$ cat config.mk
export PLATFORM = sky130hd
export DESIGN_NAME = step_record_statistics
export DESIGN_NICKNAME = d
export VERILOG_FILES = /design/src/rtl/srs_pkg.sv /design/src/rtl/srs_div.sv /design/src/rtl/srs_datapath.sv /design/src/rtl/srs_ctrl.sv /design/src/rtl/step_record_statistics.sv
export SDC_FILE = /design/constraint.sdc
export NUM_CORES = 1
export LEC_CHECK = 0
export BUFFER_PORTS_ARGS = -buffer_cell sky130_fd_sc_hd__buf_2
export CORE_ASPECT_RATIO = 2
export CORE_MARGIN = 10
export CORE_UTILIZATION = 54
export DETAILED_ROUTE_END_ITERATION = 8
export GPL_ROUTABILITY_DRIVEN = 0
export PLACE_DENSITY = 0.74
export RECOVER_POWER = 50
export SLEW_MARGIN = 5
export SYNTH_ARGS = -nofsm -noshare
export SYNTH_HDL_FRONTEND = slang
export SYNTH_SLANG_ARGS = --single-unit
$ cat constraint.sdc
create_clock -name i_clk -period 4.4 [get_ports i_clk]
set_clock_uncertainty 0.05 [all_clocks]
set_input_delay 0.66 -clock i_clk [delete_from_list [all_inputs] [get_ports i_clk]]
set_output_delay 0.66 -clock i_clk [all_outputs]
set_load 0.02 [all_outputs]
$ cat src/rtl/srs_pkg.sv
// Shared constants, state encoding and control structs for the step record statistics block.
package srs_pkg;

    localparam int MAX_RECORDS = 1024;
    localparam int SAMPLE_BITS = 16;
    localparam int IDX_W       = $clog2(MAX_RECORDS);
    localparam int CNT_W       = $clog2(MAX_RECORDS + 1);
    localparam int SUM_W       = SAMPLE_BITS + IDX_W;
    localparam int STEP_W      = $clog2(SUM_W);
    localparam int THR_W       = 16;
    localparam logic [THR_W-1:0] THR_RESET = THR_W'(500);
    localparam int RES_BITS    = CNT_W + 4 * IDX_W + SAMPLE_BITS;
    localparam int OUT_DATA_W  = ((RES_BITS + 7) / 8) * 8;

    typedef enum logic [1:0] {
        ST_ACCUM,
        ST_DIVIDE,
        ST_HOLD
    } t_state;

    typedef struct packed {
        logic take;
        logic div_start;
        logic load_out;
    } t_cmd;

    typedef struct packed {
        logic div_busy;
        logic out_free;
    } t_status;

endpackage

$ cat src/rtl/srs_div.sv
// Restoring divider for the mean: one quotient bit per cycle.
module srs_div (
    input  logic                       i_clk,
    input  logic                       i_rst_n,
    input  logic                       i_start,
    input  logic [srs_pkg::SUM_W-1:0]  i_dividend,
    input  logic [srs_pkg::CNT_W-1:0]  i_divisor,
    output logic                       o_busy,
    output logic [srs_pkg::SUM_W-1:0]  o_quotient
);
    import srs_pkg::*;

    logic [SUM_W-1:0]  r_quo;
    logic [CNT_W-1:0]  r_rem;
    logic [CNT_W-1:0]  r_div;
    logic [STEP_W-1:0] r_step;
    logic              r_busy;

    logic [CNT_W:0]    rem_sh;
    logic [CNT_W:0]    diff;
    logic              ge;

    assign rem_sh = {r_rem, r_quo[SUM_W-1]};
    assign ge     = rem_sh >= {1'b0, r_div};
    assign diff   = rem_sh - {1'b0, r_div};

    always_ff @(posedge i_clk) begin
        if (!i_rst_n) begin
            r_busy <= 1'b0;
        end else if (i_start) begin
            r_busy <= 1'b1;
        end else if (r_busy && r_step == STEP_W'(SUM_W - 1)) begin
            r_busy <= 1'b0;
        end
    end

    always_ff @(posedge i_clk) begin
        if (i_start) begin
            r_quo  <= i_dividend;
            r_rem  <= '0;
            r_div  <= i_divisor;
            r_step <= '0;
        end else if (r_busy) begin
            // shift in one quotient bit, keep the partial remainder below the divisor
            r_quo  <= {r_quo[SUM_W-2:0], ge};
            r_rem  <= ge ? diff[CNT_W-1:0] : rem_sh[CNT_W-1:0];
            r_step <= r_step + STEP_W'(1);
        end
    end

    assign o_busy     = r_busy;
    assign o_quotient = r_quo;

endmodule

$ cat src/rtl/srs_datapath.sv
// Accumulators for count, extremes, sum and longest run, threshold register, result snapshot and output register.
module srs_datapath (
    input  logic                            i_clk,
    input  logic                            i_rst_n,
    input  srs_pkg::t_cmd                   i_cmd,
    output srs_pkg::t_status                o_status,
    input  logic [srs_pkg::SAMPLE_BITS-1:0] i_sample,
    input  logic                            i_last,
    input  logic                            i_cfg_wr_en,
    input  logic [srs_pkg::THR_W-1:0]       i_cfg_wr_data,
    output logic                            o_m_tvalid,
    input  logic                            i_m_tready,
    output logic [srs_pkg::OUT_DATA_W-1:0]  o_m_tdata,
    output logic                            o_m_tuser
);
    import srs_pkg::*;

    logic [THR_W-1:0]       r_thr;
    logic [CNT_W-1:0]       r_count,      n_count;
    logic [SAMPLE_BITS-1:0] r_min,        n_min;
    logic [IDX_W-1:0]       r_min_pos,    n_min_pos;
    logic [SAMPLE_BITS-1:0] r_max,        n_max;
    logic [IDX_W-1:0]       r_max_pos,    n_max_pos;
    logic [SUM_W-1:0]       r_sum,        n_sum;
    logic                   r_in_run,     n_in_run;
    logic [IDX_W-1:0]       r_cur_start,  n_cur_start;
    logic [IDX_W-1:0]       r_best_start, n_best_start;
    logic [IDX_W-1:0]       r_best_end,   n_best_end;
    logic                   r_best_valid, n_best_valid;

    logic [CNT_W-1:0]       r_res_count;
    logic [IDX_W-1:0]       r_res_min_pos;
    logic [IDX_W-1:0]       r_res_max_pos;
    logic                   r_res_found;
    logic [IDX_W-1:0]       r_res_start;
    logic [IDX_W-1:0]       r_res_end;

    logic                   r_out_valid;
    logic [OUT_DATA_W-1:0]  r_out_data;
    logic                   r_out_user;

    logic [IDX_W-1:0]       idx;
    logic [IDX_W-1:0]       cand_start;
    logic [IDX_W-1:0]       run_len;
    logic [IDX_W-1:0]       best_len;
    logic                   room;
    logic                   above;
    logic                   div_busy;
    logic [SUM_W-1:0]       quotient;

    srs_div u_div (
        .i_clk      (i_clk),
        .i_rst_n    (i_rst_n),
        .i_start    (i_cmd.div_start),
        .i_dividend (n_sum),
        .i_divisor  (n_count),
        .o_busy     (div_busy),
        .o_quotient (quotient)
    );

    assign idx        = r_count[IDX_W-1:0];
    assign room       = r_count < CNT_W'(MAX_RECORDS);
    assign above      = i_sample > r_thr;
    assign cand_start = r_in_run ? r_cur_start : idx;
    assign run_len    = idx - cand_start;
    assign best_len   = r_best_end - r_best_start;

    always_comb begin
        n_count      = r_count;
        n_min        = r_min;
        n_min_pos    = r_min_pos;
        n_max        = r_max;
        n_max_pos    = r_max_pos;
        n_sum        = r_sum;
        n_in_run     = r_in_run;
        n_cur_start  = r_cur_start;
        n_best_start = r_best_start;
        n_best_end   = r_best_end;
        n_best_valid = r_best_valid;
        // past capacity a sample changes nothing
        if (room) begin
            if (r_count == '0) begin
                n_min     = i_sample;
                n_min_pos = '0;
                n_max     = i_sample;
                n_max_pos = '0;
            end else begin
                if (i_sample < r_min) begin
                    n_min     = i_sample;
                    n_min_pos = idx;
                end
                if (i_sample > r_max) begin
                    n_max     = i_sample;
                    n_max_pos = idx;
                end
            end
            n_sum = r_sum + SUM_W'(i_sample);
            if (above) begin
                n_in_run    = 1'b1;
                n_cur_start = cand_start;
                // only a strictly longer run replaces the best one
                if (!r_best_valid || run_len > best_len) begin
                    n_best_start = cand_start;
                    n_best_end   = idx;
                    n_best_valid = 1'b1;
                end
            end else begin
                n_in_run = 1'b0;
            end
            n_count = r_count + CNT_W'(1);
        end
    end

    always_ff @(posedge i_clk) begin
        if (!i_rst_n) begin
            r_thr <= THR_RESET;
        end else if (i_cfg_wr_en) begin
            r_thr <= i_cfg_wr_data;
        end
    end

    always_ff @(posedge i_clk) begin
        if (!i_rst_n) begin
            r_count      <= '0;
            r_sum        <= '0;
            r_in_run     <= 1'b0;
            r_best_valid <= 1'b0;
        end else if (i_cmd.take) begin
            if (i_last) begin
                r_count      <= '0;
                r_sum        <= '0;
                r_in_run     <= 1'b0;
                r_best_valid <= 1'b0;
            end else begin
                r_count      <= n_count;
                r_sum        <= n_sum;
                r_in_run     <= n_in_run;
                r_best_valid <= n_best_valid;
            end
        end
    end

    always_ff @(posedge i_clk) begin
        if (i_cmd.take) begin
            r_min        <= n_min;
            r_min_pos    <= n_min_pos;
            r_max        <= n_max;
            r_max_pos    <= n_max_pos;
            r_cur_start  <= n_cur_start;
            r_best_start <= n_best_start;
            r_best_end   <= n_best_end;
        end
    end

    // hold the finished set's figures while the mean is divided
    always_ff @(posedge i_clk) begin
        if (i_cmd.take && i_last) begin
            r_res_count   <= n_count;
            r_res_min_pos <= n_min_pos;
            r_res_max_pos <= n_max_pos;
            r_res_found   <= n_best_valid;
            r_res_start   <= n_best_valid ? n_best_start : '0;
            r_res_end     <= n_best_valid ? n_best_end : '0;
        end
    end

    always_ff @(posedge i_clk) begin
        if (!i_rst_n) begin
            r_out_valid <= 1'b0;
        end else if (i_cmd.load_out) begin
            r_out_valid <= 1'b1;
        end else if (i_m_tready) begin
            r_out_valid <= 1'b0;
        end
    end

    always_ff @(posedge i_clk) begin
        if (i_cmd.load_out) begin
            r_out_data <= OUT_DATA_W'({r_res_end, r_res_start,
                                       quotient[SAMPLE_BITS-1:0],
                                       r_res_max_pos, r_res_min_pos, r_res_count});
            r_out_user <= r_res_found;
        end
    end

    assign o_status.div_busy = div_busy;
    assign o_status.out_free = !r_out_valid || i_m_tready;
    assign o_m_tvalid        = r_out_valid;
    assign o_m_tdata         = r_out_data;
    assign o_m_tuser         = r_out_user;

endmodule

$ cat src/rtl/srs_ctrl.sv
// Controller: accumulate samples, run the mean division, hand the result to the output register.
module srs_ctrl (
    input  logic               i_clk,
    input  logic               i_rst_n,
    input  logic               i_s_tvalid,
    input  logic               i_s_tlast,
    output logic               o_s_tready,
    input  srs_pkg::t_status   i_status,
    output srs_pkg::t_cmd      o_cmd
);
    import srs_pkg::*;

    t_state r_state, n_state;
    logic   take;

    assign take = i_s_tvalid && (r_state == ST_ACCUM);

    always_ff @(posedge i_clk) begin
        if (!i_rst_n) begin
            r_state <= ST_ACCUM;
        end else begin
            r_state <= n_state;
        end
    end

    always_comb begin
        n_state = r_state;
        unique case (r_state)
            ST_ACCUM: begin
                if (take && i_s_tlast) begin
                    n_state = ST_DIVIDE;
                end
            end
            ST_DIVIDE: begin
                if (!i_status.div_busy) begin
                    n_state = i_status.out_free ? ST_ACCUM : ST_HOLD;
                end
            end
            ST_HOLD: begin
                if (i_status.out_free) begin
                    n_state = ST_ACCUM;
                end
            end
            default: n_state = ST_ACCUM;
        endcase
    end

    always_comb begin
        o_s_tready      = 1'b0;
        o_cmd.take      = 1'b0;
        o_cmd.div_start = 1'b0;
        o_cmd.load_out  = 1'b0;
        unique case (r_state)
            ST_ACCUM: begin
                o_s_tready      = 1'b1;
                o_cmd.take      = take;
                o_cmd.div_start = take && i_s_tlast;
            end
            ST_DIVIDE: begin
                o_cmd.load_out = !i_status.div_busy && i_status.out_free;
            end
            ST_HOLD: begin
                o_cmd.load_out = i_status.out_free;
            end
            default: begin
                o_s_tready = 1'b0;
            end
        endcase
    end

endmodule

$ cat src/rtl/step_record_statistics.sv
// Top level of the step record statistics block.
//
// Input stream: one step sample per item in s_tdata, s_tlast marks the last
// sample of a data set. Samples are taken one per cycle while the block is
// accumulating. Samples past the capacity of 1024 are dropped, but a dropped
// sample carrying tlast still closes the set.
// Output stream: one item per data set with record count, first minimum and
// maximum index, truncated mean and the longest run above the threshold;
// m_tuser says whether any run was found (run indices are zero otherwise).
// After the last sample is taken the mean is formed by a restoring
// divider at one quotient bit per cycle; s_tready stays low until the
// result is loaded into the output register.
// If the receiver stalls, the result waits in the output register while the
// next set accumulates; a second set end waits until that register empties.
// The threshold register is written with cfg_wr_en; the user must write it
// only while the block is idle, the block itself does not enforce this.
// Reset (synchronous, active low) sets the threshold to 500, clears the
// count and sum accumulators and the run state and drops any pending result.
module step_record_statistics (
    input  logic                            i_clk,
    input  logic                            i_rst_n,
    input  logic                            i_cfg_wr_en,
    input  logic [srs_pkg::THR_W-1:0]       i_cfg_wr_data,
    input  logic                            i_s_tvalid,
    output logic                            o_s_tready,
    // step_sample
    input  logic [srs_pkg::SAMPLE_BITS-1:0] i_s_tdata,
    input  logic                            i_s_tlast,
    output logic                            o_m_tvalid,
    input  logic                            i_m_tready,
    // record_count, fewest_index, largest_index, mean_steps,
    // run_start_index, run_end_index, zero padding
    output logic [srs_pkg::OUT_DATA_W-1:0]  o_m_tdata,
    // run_found
    output logic                            o_m_tuser
);
    import srs_pkg::*;

    t_cmd    cmd;
    t_status status;

    srs_ctrl u_ctrl (
        .i_clk      (i_clk),
        .i_rst_n    (i_rst_n),
        .i_s_tvalid (i_s_tvalid),
        .i_s_tlast  (i_s_tlast),
        .o_s_tready (o_s_tready),
        .i_status   (status),
        .o_cmd      (cmd)
    );

    srs_datapath u_datapath (
        .i_clk         (i_clk),
        .i_rst_n       (i_rst_n),
        .i_cmd         (cmd),
        .o_status      (status),
        .i_sample      (i_s_tdata),
        .i_last        (i_s_tlast),
        .i_cfg_wr_en   (i_cfg_wr_en),
        .i_cfg_wr_data (i_cfg_wr_data),
        .o_m_tvalid    (o_m_tvalid),
        .i_m_tready    (i_m_tready),
        .o_m_tdata     (o_m_tdata),
        .o_m_tuser     (o_m_tuser)
    );

endmodule

==> reports/qor.yml <==
timing:
  fin_tns_setup_ns: 0
  hold_viol_final: 0
  fin_hold_ws_ns: 0.272
  slew_viol_final: 0
  clock.fmax_ghz: 0.241
  period_minus_slack_ns: 4.16
  worst_pin_slew_ns: 1.09
  min_period_over_period: 0.945
  relSlewSlack: 0.271
  setup_viol: 0
  setup_ws_ns: 0.243
logic_synthesis:
  synth_common_cells: "239 x edfxtp_1, 109 x ha_1, 108 x inv_1"
  synth_seq_cells: 314
  synth.most_common_cell: "edfxtp_1"
  ys_types: 80
  synth_edf_count: 239
  ys.flop_type: "edfxtp_1"
  yosysTopAreaCell: "edfxtp_1"
  synthesis.instances: 1338
  synth_top_area_frac: 0.462
  syn_avg_cell_area_um2: 11.6
  async_flop_share: 0
  ys.warnings.count: 0
  ys_seq_area_frac: 0.559
  synth_area_leaders: "edfxtp_1 46%, dfxtp_1 9.7%, ha_1 8.8%"
  syn_area_um2: 15500
setup_path:
  reg2reg_from: "u_datapath.r_in_run$_SDFFE_PN0P_"
  required_ns: 4.65
  critPathLaunchType: "flip-flop"
  cp-startpoint: "u_datapath.r_in_run$_SDFFE_PN0P_"
  critPathKind: "flip-flop to flip-flop"
  worstPathArrival_ns: 4.41
  worstPathCellList: "buf_6 -> nand2_1 -> o21a_1 -> ha_1 -> or3_1 -> a311oi_2 -> o41ai_2 -> a21oi_1 -> xnor2_1 -> ha_1 -> and4_1 -> a21oi_1 -> o21ai_0 -> a31oi_1 -> o21bai_4 -> buf_6 -> mux2_4 -> a22o_1"
  slowest_stage: "dfxtp_1"
  cp-end-kind: "flip-flop"
  max_stage_delay_ns: 0.45
  cp_max_fo: 20
clocking:
  clk_latency_ns: 0.55
  htree_levels: 1
  clkSinkCount: 314
  cts_buffers: 27
  cts_tree: "done"
  cts-root-buf: "clkbuf_16"
  cts_buffer_depth: 3
  clk_pin_slew_ns: 0.07
cells_and_area:
  fin_cells: 1836
  area_delta_synth_final_pct: 13.5
  utilization: 0.623
  n_antenna_cell: 0
  multi_input_area_um2: 6230
  n_fill_cell: 2255
  regArea_um2: 8680
  final_nets: 1610
  drive_gt1_frac: 0.151
min_path:
  hold_class: "primary input to flip-flop"
  hold_start: "i_cfg_wr_data[2]"
placement:
  place_inst: 1782
  port_buffers: 107
  dp_slack_ns: 0.0235
  post-dp-hpwl_mm: 27.7
grt:
  overflow: 0
  grt_max_degree: 68
  grt_pass1_vias: 11100
  grt_pass1_wl_mm: 58.2
  antenna_found_initial: 1
  gr-usage-all-layers: 0.197
floorplan:
  start_util: 0.549
  die_h_um: 260
  coreArea_um2: 28300
  row_count: 87
  die-area_um2: 36400
  die_w_um: 140
  pin_count: 113
route:
  drt_iter0_markers: 734
  via_per_inst: 5.93
  final_antenna_net_count: 0
  drc_errors: 0
  vias: 10900
  routed_wirelength_mm: 36.8
  routedWlPerCell_um: 20.1
  first_pass_iters: 5
run_status:
  status: "finished, final reports clean"
pwr:
  ir_drop_mv: 0.473
  power_density_nw_per_um2: 467
  leakagePower_nw: 7.05
flow_run:
  cap_viol_max_count: 0
## state kept, by name, indices dropped and copies added, names as in the netlist, 5 cells and up
register and count:
u_datapath.o_m_tdata 67, u_datapath.u_div.r_step 5, u_datapath.r_sum 26, u_datapath.r_count 11, u_datapath.r_min 16, u_datapath.r_max 16
u_datapath.r_res_end 10, u_datapath.u_div.r_div 11, u_datapath.u_div.o_quotient 26, u_datapath.r_res_start 10, u_datapath.r_min_pos 10, u_datapath.r_max_pos 10
u_datapath.r_res_max_pos 10, u_datapath.r_res_count 11, u_datapath.u_div.r_rem 11, u_datapath.r_cur_start 10, u_datapath.r_best_start 10, u_datapath.r_best_end 10
u_datapath.r_res_min_pos 10, u_datapath.r_thr 16
## cell type report
type	instances	area share
repair buffers	150	0.0479
inverters	109	0.0232
clock buffers	28	0.0385
well taps	356	0.0253
flip-flops and latches	314	0.492
multi-input cells	857	0.353
clock inverters	22	0.0193
## path summary, 6_finish.rpt
path / to / depth (start not counted) / slack [ns]
worst max register to register: u_datapath.r_res_start[7]$_SDFFCE_PN0P_ / 18 / 0.24
worst min-delay path: u_datapath.r_thr[2]$_SDFFE_PN1P_ / 3 / 0.27
worst max-delay path: u_datapath.r_res_start[7]$_SDFFCE_PN0P_ / 18 / 0.24
worst min register to register: u_datapath.o_m_tdata[20]$_DFFE_PP_ / 0 / 0.37
## repair_timing
action / in CTS / in global routing
gates resized for setup: 0 / 12
setup endpoints to repair: 0 / 40
hold buffers: 0 / 0
buffers inserted: 0 / 2
## layout by cell type (no fill, tap or decap), types with 28 or more instances in the layout
cell type | netlist | final
dfxtp_1 | 75 | 75
nand2_1 | 92 | 92
nor2b_1 | 49 | 49
buf_4 | 8 | 38
inv_1 | 108 | 107
ha_1 | 109 | 109
a21oi_1 | 59 | 59
xnor2_1 | 38 | 38
o21ai_0 | 78 | 76
nand3_1 | 28 | 28
buf_2 | 6 | 93
a22o_1 | 29 | 29
edfxtp_1 | 239 | 239
nor2_1 | 54 | 52
## report_power, final
part           switching [mW]  leakage [nW]  total, mW  internal (mW)
registers               0.169          2.89       3.72           3.55
logic                    1.12          3.67       1.82          0.697
clock network            1.14         0.487       2.70           1.57
total                    2.42          7.05       8.24           5.82
## through the flow
stage | cell area (um^2) | power (mW)
2_1_floorplan | 15600 | 5.05
3_5_place_dp | 16600 | 5.55
6_report | 17600 | 8.24
4_1_cts | 17600 | 8.25
3_3_place_gp | 16600 | 5.48
5_1_grt | 17600 | 8.62
## per-layer routing
metal,up-vias,part of all wire,wire length (um),GRT usage
li1,5147,-,-,-
met1,5246,0.34,12600,0.193
met2,373,0.55,20300,0.379
met3,113,0.047,1720,0.0292
met4,2,0.059,2170,0.115
met5,-,0.00035,13,0
## kinds of logic (layout without fill, tap and decap cells)
| family | count (synthesis) | count (layout) | synth area share |
|---|---|---|---|
| other | 1 | 5 | 0.000241 |
| adder cells (fa/ha/maj) | 113 | 113 | 0.0929 |
| flip-flops | 314 | 314 | 0.559 |
| buffers and inverters | 171 | 309 | 0.0449 |
| multiplexers | 24 | 24 | 0.0158 |
| XOR/XNOR | 62 | 62 | 0.0350 |
| AO/OA/AOI/OAI | 329 | 329 | 0.145 |
| AND/OR/NAND/NOR | 324 | 324 | 0.107 |
## critical path: cells and delay by family (launching register included)
family / cells / cell delay (ns)
AOI/OAI and AO/OA: 9 / 1.39
and+or+nand+nor: 3 / 0.65
adders and majority gates: 2 / 0.54
DFF: 1 / 0.45
muxes: 1 / 0.37
buffers and inverters: 2 / 0.35
xor gates and xnor gates: 1 / 0.10
Note: power is estimated with default switching activity, not from simulation.
